==> config.mk <==
export PLATFORM = sky130hd
export DESIGN_NAME = glyph_page_rasterizer
export DESIGN_NICKNAME = d
export VERILOG_FILES = /design/src/hdl/gpr_pkg.sv /design/src/hdl/glyph_page_rasterizer.sv /design/src/hdl/gpr_ctrl.sv /design/src/hdl/gpr_dp.sv
export SDC_FILE = /design/constraint.sdc
export NUM_CORES = 1
export LEC_CHECK = 0
export ABC_CLOCK_PERIOD_IN_PS = 12500
export BUFFER_PORTS_ARGS = -buffer_cell sky130_fd_sc_hd__buf_2
export CAP_MARGIN = 25
export CORE_MARGIN = 2
export CORE_UTILIZATION = 40
export DETAILED_ROUTE_END_ITERATION = 16
export GPL_TIMING_DRIVEN = 0
export PLACE_DENSITY = 0.53
export SYNTH_ARGS = -nofsm -noshare
export SYNTH_HDL_FRONTEND = slang
export SYNTH_SLANG_ARGS = --single-unit
==> constraint.sdc <==
create_clock -name clk -period 12.5 [get_ports clk]
set_input_delay 1.25 -clock clk [delete_from_list [all_inputs] [get_ports clk]]
set_output_delay 1.25 -clock clk [all_outputs]
set_load 0.005 [all_outputs]
==> src/hdl/gpr_pkg.sv <==
// shared types and constants for the glyph page rasterizer
package gpr_pkg;

	localparam int SCREEN_WIDTH  = 128;
	localparam int SCREEN_HEIGHT = 64;

	localparam logic ACT_SET_POS = 1'b0;
	localparam logic ACT_DRAW    = 1'b1;

	localparam logic KIND_WINDOW = 1'b0;
	localparam logic KIND_DATA   = 1'b1;

	localparam logic [1:0] ROT_0   = 2'd0;
	localparam logic [1:0] ROT_90  = 2'd1;
	localparam logic [1:0] ROT_180 = 2'd2;
	localparam logic [1:0] ROT_270 = 2'd3;

	typedef struct packed {
		logic load;
		logic emit_set;
		logic emit_win;
		logic emit_data;
	} gpr_cmd_t;

	typedef struct packed {
		logic last_col;
		logic last_page;
	} gpr_status_t;

endpackage

==> src/hdl/glyph_page_rasterizer.sv <==
// top level of the glyph page rasterizer
// Renders 8x8 glyphs as column bytes for a page-organized 128x64 display and keeps a text
// cursor. One item is worked on at a time. A set-position item emits a single window beat, which
// enters the output register from the SETW state once that register can take it. A draw item
// emits, for each of the 1 to 3 pages it touches, one window beat and then 8 (scale 0 or 1) or
// 16 (scale 2 or 3) column-byte beats, one beat per cycle from the output register; the
// sequencer walks pages and columns one beat at a time and a new item is taken once the final
// beat is in the output register. Output stalls hold the sequencer in place.
module glyph_page_rasterizer (
	input  logic        clk,
	input  logic        arst_n,
	input  logic        in_valid,
	output logic        in_ready,
	input  logic        action,
	input  logic [7:0]  row,
	input  logic [7:0]  col,
	input  logic [63:0] glyph,
	input  logic [1:0]  scale,
	input  logic [1:0]  rotation,
	output logic        out_valid,
	input  logic        out_ready,
	output logic        kind,
	output logic [2:0]  page,
	output logic [6:0]  col_first,
	output logic [6:0]  col_end,
	output logic [7:0]  pixels,
	output logic        last
);
	import gpr_pkg::*;

	gpr_cmd_t    cmd;
	gpr_status_t status;

	gpr_ctrl u_ctrl (
		.clk       (clk),
		.arst_n    (arst_n),
		.in_valid  (in_valid),
		.action    (action),
		.in_ready  (in_ready),
		.out_valid (out_valid),
		.out_ready (out_ready),
		.status    (status),
		.cmd       (cmd)
	);

	gpr_dp u_dp (
		.clk       (clk),
		.arst_n    (arst_n),
		.cmd       (cmd),
		.status    (status),
		.action    (action),
		.row       (row),
		.col       (col),
		.glyph     (glyph),
		.scale     (scale),
		.rotation  (rotation),
		.kind      (kind),
		.page      (page),
		.col_first (col_first),
		.col_end   (col_end),
		.pixels    (pixels),
		.last      (last)
	);

`ifndef NO_ASSERTIONS
	a_busy_after_accept: assert property (@(posedge clk) disable iff (!arst_n)
		(in_valid && in_ready) |=> !in_ready)
		else $error("input taken while an item is in progress");

	a_partial_blocks_input: assert property (@(posedge clk) disable iff (!arst_n)
		(out_valid && !last) |-> !in_ready)
		else $error("ready while an item still has beats to send");

	a_data_single_col: assert property (@(posedge clk) disable iff (!arst_n)
		(out_valid && kind == KIND_DATA) |-> (col_first == col_end))
		else $error("data beat with a column range");

	a_window_no_pixels: assert property (@(posedge clk) disable iff (!arst_n)
		(out_valid && kind == KIND_WINDOW) |-> (pixels == 8'd0))
		else $error("window beat carries pixels");
`endif

endmodule

==> src/hdl/gpr_ctrl.sv <==
// sequencing state machine for the glyph page rasterizer
module gpr_ctrl (
	input  logic                clk,
	input  logic                arst_n,
	input  logic                in_valid,
	input  logic                action,
	output logic                in_ready,
	output logic                out_valid,
	input  logic                out_ready,
	input  gpr_pkg::gpr_status_t status,
	output gpr_pkg::gpr_cmd_t   cmd
);
	import gpr_pkg::*;

	typedef enum logic [1:0] {
		ST_IDLE,
		ST_SETW,
		ST_WIN,
		ST_DATA
	} state_t;

	state_t state_q;
	logic   out_valid_q;
	logic   emit_ok;

	assign emit_ok   = !out_valid_q || out_ready;
	assign in_ready  = (state_q == ST_IDLE);
	assign out_valid = out_valid_q;

	always_comb begin
		cmd           = '0;
		cmd.load      = (state_q == ST_IDLE) && in_valid;
		cmd.emit_set  = (state_q == ST_SETW) && emit_ok;
		cmd.emit_win  = (state_q == ST_WIN) && emit_ok;
		cmd.emit_data = (state_q == ST_DATA) && emit_ok;
	end

	always_ff @(posedge clk or negedge arst_n) begin
		if (!arst_n) begin
			state_q     <= ST_IDLE;
			out_valid_q <= 1'b0;
		end else begin
			if (cmd.emit_set || cmd.emit_win || cmd.emit_data) begin
				out_valid_q <= 1'b1;
			end else if (out_ready) begin
				out_valid_q <= 1'b0;
			end
			unique case (state_q)
				ST_IDLE: begin
					if (in_valid) begin
						state_q <= (action == ACT_DRAW) ? ST_WIN : ST_SETW;
					end
				end
				ST_SETW: begin
					if (emit_ok) begin
						state_q <= ST_IDLE;
					end
				end
				ST_WIN: begin
					if (emit_ok) begin
						state_q <= ST_DATA;
					end
				end
				ST_DATA: begin
					if (emit_ok && status.last_col) begin
						state_q <= status.last_page ? ST_IDLE : ST_WIN;
					end
				end
				default: state_q <= ST_IDLE;
			endcase
		end
	end

endmodule

==> src/hdl/gpr_dp.sv <==
// cursor, glyph sampling and result registers of the glyph page rasterizer
module gpr_dp (
	input  logic                 clk,
	input  logic                 arst_n,
	input  gpr_pkg::gpr_cmd_t    cmd,
	output gpr_pkg::gpr_status_t status,
	input  logic                 action,
	input  logic [7:0]           row,
	input  logic [7:0]           col,
	input  logic [63:0]          glyph,
	input  logic [1:0]           scale,
	input  logic [1:0]           rotation,
	output logic                 kind,
	output logic [2:0]           page,
	output logic [6:0]           col_first,
	output logic [6:0]           col_end,
	output logic [7:0]           pixels,
	output logic                 last
);
	import gpr_pkg::*;

	logic [6:0]  cur_col_q;
	logic [5:0]  cur_row_q;
	logic [63:0] glyph_q;
	logic [1:0]  rot_q;
	logic        big_q;
	logic [1:0]  p_q;
	logic [3:0]  x_q;

	logic        kind_q;
	logic [2:0]  page_q;
	logic [6:0]  cs_q;
	logic [6:0]  ce_q;
	logic [7:0]  pix_q;
	logic        last_q;

	logic [4:0]  size5;
	logic [3:0]  size_m1;
	logic [6:0]  row_end;
	logic [3:0]  span;
	logic [3:0]  pgu;
	logic        wrapped;
	logic [6:0]  win_end;
	logic [6:0]  data_col;
	logic [7:0]  byte_pix;
	logic        last_col;
	logic        last_page;

	logic [7:0]  cc_add;
	logic [6:0]  cr_add;
	logic        cc_fit;
	logic        cr_fit;
	logic        cc_ge;
	logic        cr_ge;
	logic [6:0]  cc_back;
	logic [5:0]  cr_back;
	logic [6:0]  cc_next;
	logic [5:0]  cr_next;
	logic [5:0]  set_row;

	assign size5     = big_q ? 5'd16 : 5'd8;
	assign size_m1   = big_q ? 4'd15 : 4'd7;
	assign row_end   = {1'b0, cur_row_q} + {2'b0, size5} - 7'd1;
	assign span      = row_end[6:3] - {1'b0, cur_row_q[5:3]};
	assign pgu       = {1'b0, cur_row_q[5:3]} + {2'b0, p_q};
	assign wrapped   = pgu[3];
	assign win_end   = cur_col_q + {2'b0, size5} - 7'd1;
	assign data_col  = cur_col_q + {3'b0, x_q};
	assign last_col  = (x_q == size_m1);
	assign last_page = (p_q == span[1:0]);

	assign status.last_col  = last_col;
	assign status.last_page = last_page;

	always_comb begin
		logic [7:0] diff;
		logic [3:0] y;
		logic [3:0] rx;
		logic [3:0] ry;
		logic [3:0] sx;
		logic [3:0] sy;
		byte_pix = '0;
		for (int b = 0; b < 8; b++) begin
			diff = {2'b0, pgu[2:0], 3'(b)} - {2'b0, cur_row_q};
			y    = diff[3:0];
			case (rot_q)
				ROT_0: begin
					rx = x_q;
					ry = y;
				end
				ROT_90: begin
					rx = y;
					ry = size_m1 - x_q;
				end
				ROT_180: begin
					rx = size_m1 - x_q;
					ry = size_m1 - y;
				end
				default: begin
					rx = size_m1 - y;
					ry = x_q;
				end
			endcase
			sx = big_q ? (rx >> 1) : rx;
			sy = big_q ? (ry >> 1) : ry;
			if (!wrapped && !diff[7] && (diff[6:0] < {2'b0, size5})) begin
				byte_pix[b] = glyph_q[{sy[2:0], sx[2:0]}];
			end
		end
	end

	assign cc_add  = {1'b0, cur_col_q} + {3'b0, size5};
	assign cr_add  = {1'b0, cur_row_q} + {2'b0, size5};
	assign cc_fit  = cc_add < 8'(SCREEN_WIDTH);
	assign cr_fit  = cr_add < 7'(SCREEN_HEIGHT);
	assign cc_ge   = cur_col_q >= {2'b0, size5};
	assign cr_ge   = cur_row_q >= {1'b0, size5};
	assign cc_back = 7'(8'(SCREEN_WIDTH) - {3'b0, size5});
	assign cr_back = 6'(7'(SCREEN_HEIGHT) - {2'b0, size5});
	assign set_row = (row < 8'(SCREEN_HEIGHT)) ? row[5:0] : 6'(SCREEN_HEIGHT - 1);

	always_comb begin
		cc_next = cur_col_q;
		cr_next = cur_row_q;
		case (rot_q)
			ROT_0: begin
				if (cc_fit) begin
					cc_next = cc_add[6:0];
				end else begin
					cc_next = '0;
					cr_next = cr_fit ? cr_add[5:0] : 6'd0;
				end
			end
			ROT_90: begin
				if (cr_fit) begin
					cr_next = cr_add[5:0];
				end else begin
					cr_next = '0;
					cc_next = cc_ge ? (cur_col_q - {2'b0, size5}) : cc_back;
				end
			end
			ROT_180: begin
				if (cc_ge) begin
					cc_next = cur_col_q - {2'b0, size5};
				end else begin
					cc_next = cc_back;
					cr_next = cr_ge ? (cur_row_q - {1'b0, size5}) : cr_back;
				end
			end
			default: begin
				if (cr_ge) begin
					cr_next = cur_row_q - {1'b0, size5};
				end else begin
					cr_next = cr_back;
					cc_next = cc_fit ? cc_add[6:0] : 7'd0;
				end
			end
		endcase
	end

	always_ff @(posedge clk or negedge arst_n) begin
		if (!arst_n) begin
			cur_col_q <= '0;
			cur_row_q <= '0;
			p_q       <= '0;
			x_q       <= '0;
		end else begin
			if (cmd.load) begin
				p_q <= '0;
				x_q <= '0;
				if (action == ACT_SET_POS) begin
					cur_col_q <= col[6:0];
					cur_row_q <= set_row;
				end
			end
			if (cmd.emit_data) begin
				x_q <= last_col ? 4'd0 : x_q + 4'd1;
				if (last_col) begin
					p_q <= p_q + 2'd1;
				end
				if (last_col && last_page) begin
					cur_col_q <= cc_next;
					cur_row_q <= cr_next;
				end
			end
		end
	end

	always_ff @(posedge clk) begin
		if (cmd.load) begin
			glyph_q <= glyph;
			rot_q   <= rotation;
			big_q   <= scale[1];
		end
		if (cmd.emit_set) begin
			kind_q <= KIND_WINDOW;
			page_q <= cur_row_q[5:3];
			cs_q   <= cur_col_q;
			ce_q   <= cur_col_q;
			pix_q  <= '0;
			last_q <= 1'b1;
		end
		if (cmd.emit_win) begin
			kind_q <= KIND_WINDOW;
			page_q <= pgu[2:0];
			cs_q   <= cur_col_q;
			ce_q   <= win_end;
			pix_q  <= '0;
			last_q <= 1'b0;
		end
		if (cmd.emit_data) begin
			kind_q <= KIND_DATA;
			page_q <= pgu[2:0];
			cs_q   <= data_col;
			ce_q   <= data_col;
			pix_q  <= byte_pix;
			last_q <= last_col && last_page;
		end
	end

	assign kind      = kind_q;
	assign page      = page_q;
	assign col_first = cs_q;
	assign col_end   = ce_q;
	assign pixels    = pix_q;
	assign last      = last_q;

endmodule
==> impl_metrics.ini <==
[worst_setup_path]
slowest_stage = nor4b_1
setup.worst_path.start_class = register
slowest_delay_ps = 730
crit_type = register to register
arrival_ps = 5200
path_buf_inv = 5
cp_top_family = buffers and inverters
critical_path_peak_fanout = 10
cp-end-kind = register
required_ps = 12700
path_cells = buf_2, buf_2, inv_1, ha_1, a21oi_1, xor2_1, inv_1, ha_1, o21ai_0, o22ai_1, clkbuf_1, a2111oi_0, nor4b_1, mux4_2, nor2_1

[detailed_routing]
drc = 0
drt-initial-drc-count = 1065
avgViaCountPerCell = 6.19
antenna_left = 0
vias = 12009
wl_per_cell_microns = 24.8
drt_wl_total_microns = 48100
detail_route.first_pass.iterations = 6

[timing]
rsz0062_at_grt = false
maxSlewHeadroom_pct = 31.5
fin_crit_sh_pct = 40.0
fin_skew_ps = 11.0
worst_slack_ps = 7500
max_freq_ghz = 0.200
final_hold_viol_count = 0
period_minus_slack_ps = 5000
setup_viol = 0
drv_slew = 0
whs_ps = 458
setup_tns_ps = 0
tightest_slew_ps = 1020

[pwr]
seqPwrFrac_pct = 19.6
comb_power_share_pct = 62.6
switchingPower_uw = 1260
p_int_uw = 1540
leakagePower_uw = 0.00624
switching_share_pct = 45.0
clkPwrFrac_pct = 17.8
vdd_drop_max_v = 0.000112
powerDensity_nw_per_um2 = 192

[clock_network]
clk_path_buf_depth = 2
cts_tree = yes
cts_inserted_buffers = 17
root_buffer = clkbuf_16
hold_buffers = 0
clk_pin_slew_worst_paths_ps = 60
postCtsSetupRepairBufs = 0
clock_latency_ps = 450
cts_resized = 0
htreeDepth = 4
cts.sinks = 116

[grt]
grt-ovfl-total = 0
grt_pass1_wl_microns = 71800
grt_util_all_layers_pct = 28.7
antenna_found_initial = 1
grt_pass1_vias = 11310
grt_max_degree = 47

[cells_and_area]
stdcell_area_sq_um = 14600
num_antenna_cells = 0
drive_gt1_share_pct = 20.6
syn_to_final_growth_pct = 13.5
fin_nets = 1684

[logic_synthesis]
async_flop_share_pct = 19.0
synth_area_leaders = edfxtp_1 22%, mux2i_1 20%, mux2_2 7.2%, ha_1 5.9%, dfrtp_1 4.3%
seq_area_frac_synth_pct = 26.2
synth_fp_nets = 1547
synth_edf_count = 93
yosys_warnings = 0
ys_types = 84
synth_area_sq_um = 12900
synth_flop_cell = edfxtp_1
synth-seq-cells = 116
synth_most_common_cell = mux2i_1
synth_top_area_share_pct = 21.7
synth_top_cell_by_area = edfxtp_1
syn_inst = 1389
syn_area_per_cell_sq_um = 9.25
synthTopCellsByCount = 259 x mux2i_1, 112 x nand2_1, 93 x edfxtp_1, 83 x a21oi_1, 82 x mux2_2

[floorplan]
die_w_microns = 183
dieArea_sq_um = 33600
fp-row-count = 65
die_h_microns = 183
initial_core_util_pct = 40.6
io-pin-count = 118
core_area_sq_um = 31600

[placement]
dp_hpwl_microns = 35500
place_area_sq_um = 14000
portBuffers = 115
place_ws_ps = 7550
globalplace.congestion = 0.988

[min_path]
min_path_type = register to register

[flow_run]
max_cap_violations = 0

[status]
outcome = finished clean
logic make-up after synthesis:
family                     count (synthesis)  share of synthesized area [%]
adders and majority gates                 69                           7.18
xor gates and xnor gates                  44                           3.37
buffers and inverters                    166                           5.94
and+or+nand+nor                          308                           11.0
DFF                                      116                           26.2
AOI/OAI and AO/OA                        337                           17.7
muxes                                    349                           28.6
state kept, by name, indices dropped and copies added, names as in the netlist:
| register | flops |
|---|---|
| u_dp.kind | 1 |
| u_dp.pixels | 8 |
| u_dp.glyph_q | 64 |
| u_ctrl.out_valid | 1 |
| u_dp.cur_row_q | 6 |
| u_dp.x_q | 4 |
| u_dp.p_q | 2 |
| u_dp.last | 1 |
| u_dp.col_end | 7 |
| u_ctrl.state_q | 2 |
| u_dp.page | 3 |
| u_dp.cur_col_q | 7 |
| u_dp.big_q | 1 |
| u_dp.col_first | 7 |
| u_dp.rot_q | 2 |
metrics by stage:
stage          util (%)  instances  power, uW
6_report           46.1       1941       2800
5_1_grt            46.1       1941       2990
4_1_cts            46.1       1940       2790
3_5_place_dp       44.2       1908       2270
3_3_place_gp       44.0       1906       2260
2_1_floorplan         -       1389       1830
routing by layer:
metal | vias to the layer above | track usage (%) | part of all wire (%)
met1 | 5708 | 37.0 | 42
met2 | 648 | 45.6 | 46
li1 | 5502 | - | -
met5 | - | 0 | 0.017
met3 | 149 | 5.64 | 7.3
met4 | 2 | 14.9 | 4.9
placed cells by master, fill, tap and decap left out, types with 5 or more instances in the layout:
| cell | n |
|---|---|
| mux2_2 | 82 |
| o2111ai_1 | 5 |
| a22o_1 | 6 |
| clkbuf_16 | 19 |
| mux4_2 | 6 |
| nand2b_1 | 18 |
| nor2b_1 | 19 |
| a211oi_1 | 18 |
| buf_1 | 9 |
| a311oi_1 | 5 |
| mux2i_1 | 259 |
| inv_1 | 51 |
| o22ai_1 | 23 |
| o22a_1 | 5 |
| nand3_1 | 28 |
| xnor2_1 | 31 |
| a2111oi_0 | 16 |
| a21o_1 | 9 |
| a211o_1 | 6 |
| o21ai_0 | 56 |
| and3_1 | 8 |
| dfrtp_1 | 22 |
| a221oi_1 | 11 |
| a31oi_1 | 16 |
| o211ai_1 | 20 |
| a21oi_1 | 83 |
| fa_1 | 8 |
| nand2_1 | 112 |
| nor3_1 | 18 |
| xor2_1 | 10 |
| edfxtp_1 | 93 |
| buf_2 | 159 |
| ha_1 | 61 |
| nor2_1 | 77 |
| buf_4 | 12 |
| clkbuf_1 | 43 |
| a22oi_1 | 8 |
| or2_2 | 7 |
worst register-to-register path, delay by kind of cell (launching register included):
kind            cells  cell delay, ps
xor+xnor            1             300
buf+inv             5            1300
mux                 1             450
fa+ha+maj           2             630
flops               1             460
compound gates      4             800
simple gates        2             800
cell type report:
class / count / area [sq um]
fill: 3083 / 17100
multi-input combinational: 1107 / 8740
sequential: 116 / 3360
timing repair buffer: 118 / 621
buffer: 111 / 558
clock buffer: 22 / 507
tap: 402 / 503
inverter: 55 / 206
clock inverter: 10 / 90.1
path summary, 6_finish.rpt:
kind	cells after the start	endpoint	from	slack, ps
worst max-delay path	15	u_dp.pixels[2]	u_dp.cur_row_q[2]	7500
worst min-delay path	2	u_dp.kind	u_dp.kind	460
worst max register to register	15	u_dp.pixels[2]	u_dp.cur_row_q[2]	7500
worst min register to register	2	u_dp.kind	u_dp.kind	460
max in group asynchronous	1	u_dp.cur_row_q[0]	arst_n	11340
min in group asynchronous	1	u_dp.cur_col_q[0]	arst_n	790
power by group through the flow:
stage / Sequential, uW / Clock (uW) / Combinational, uW
after floorplan: 538 / 0 / 1290
after global placement: 556 / 0 / 1710
after detailed placement: 555 / 0 / 1720
after CTS: 548 / 512 / 1730
after global routing: 556 / 531 / 1910
final: 548 / 499 / 1750
(Power assumes the default switching activity.)
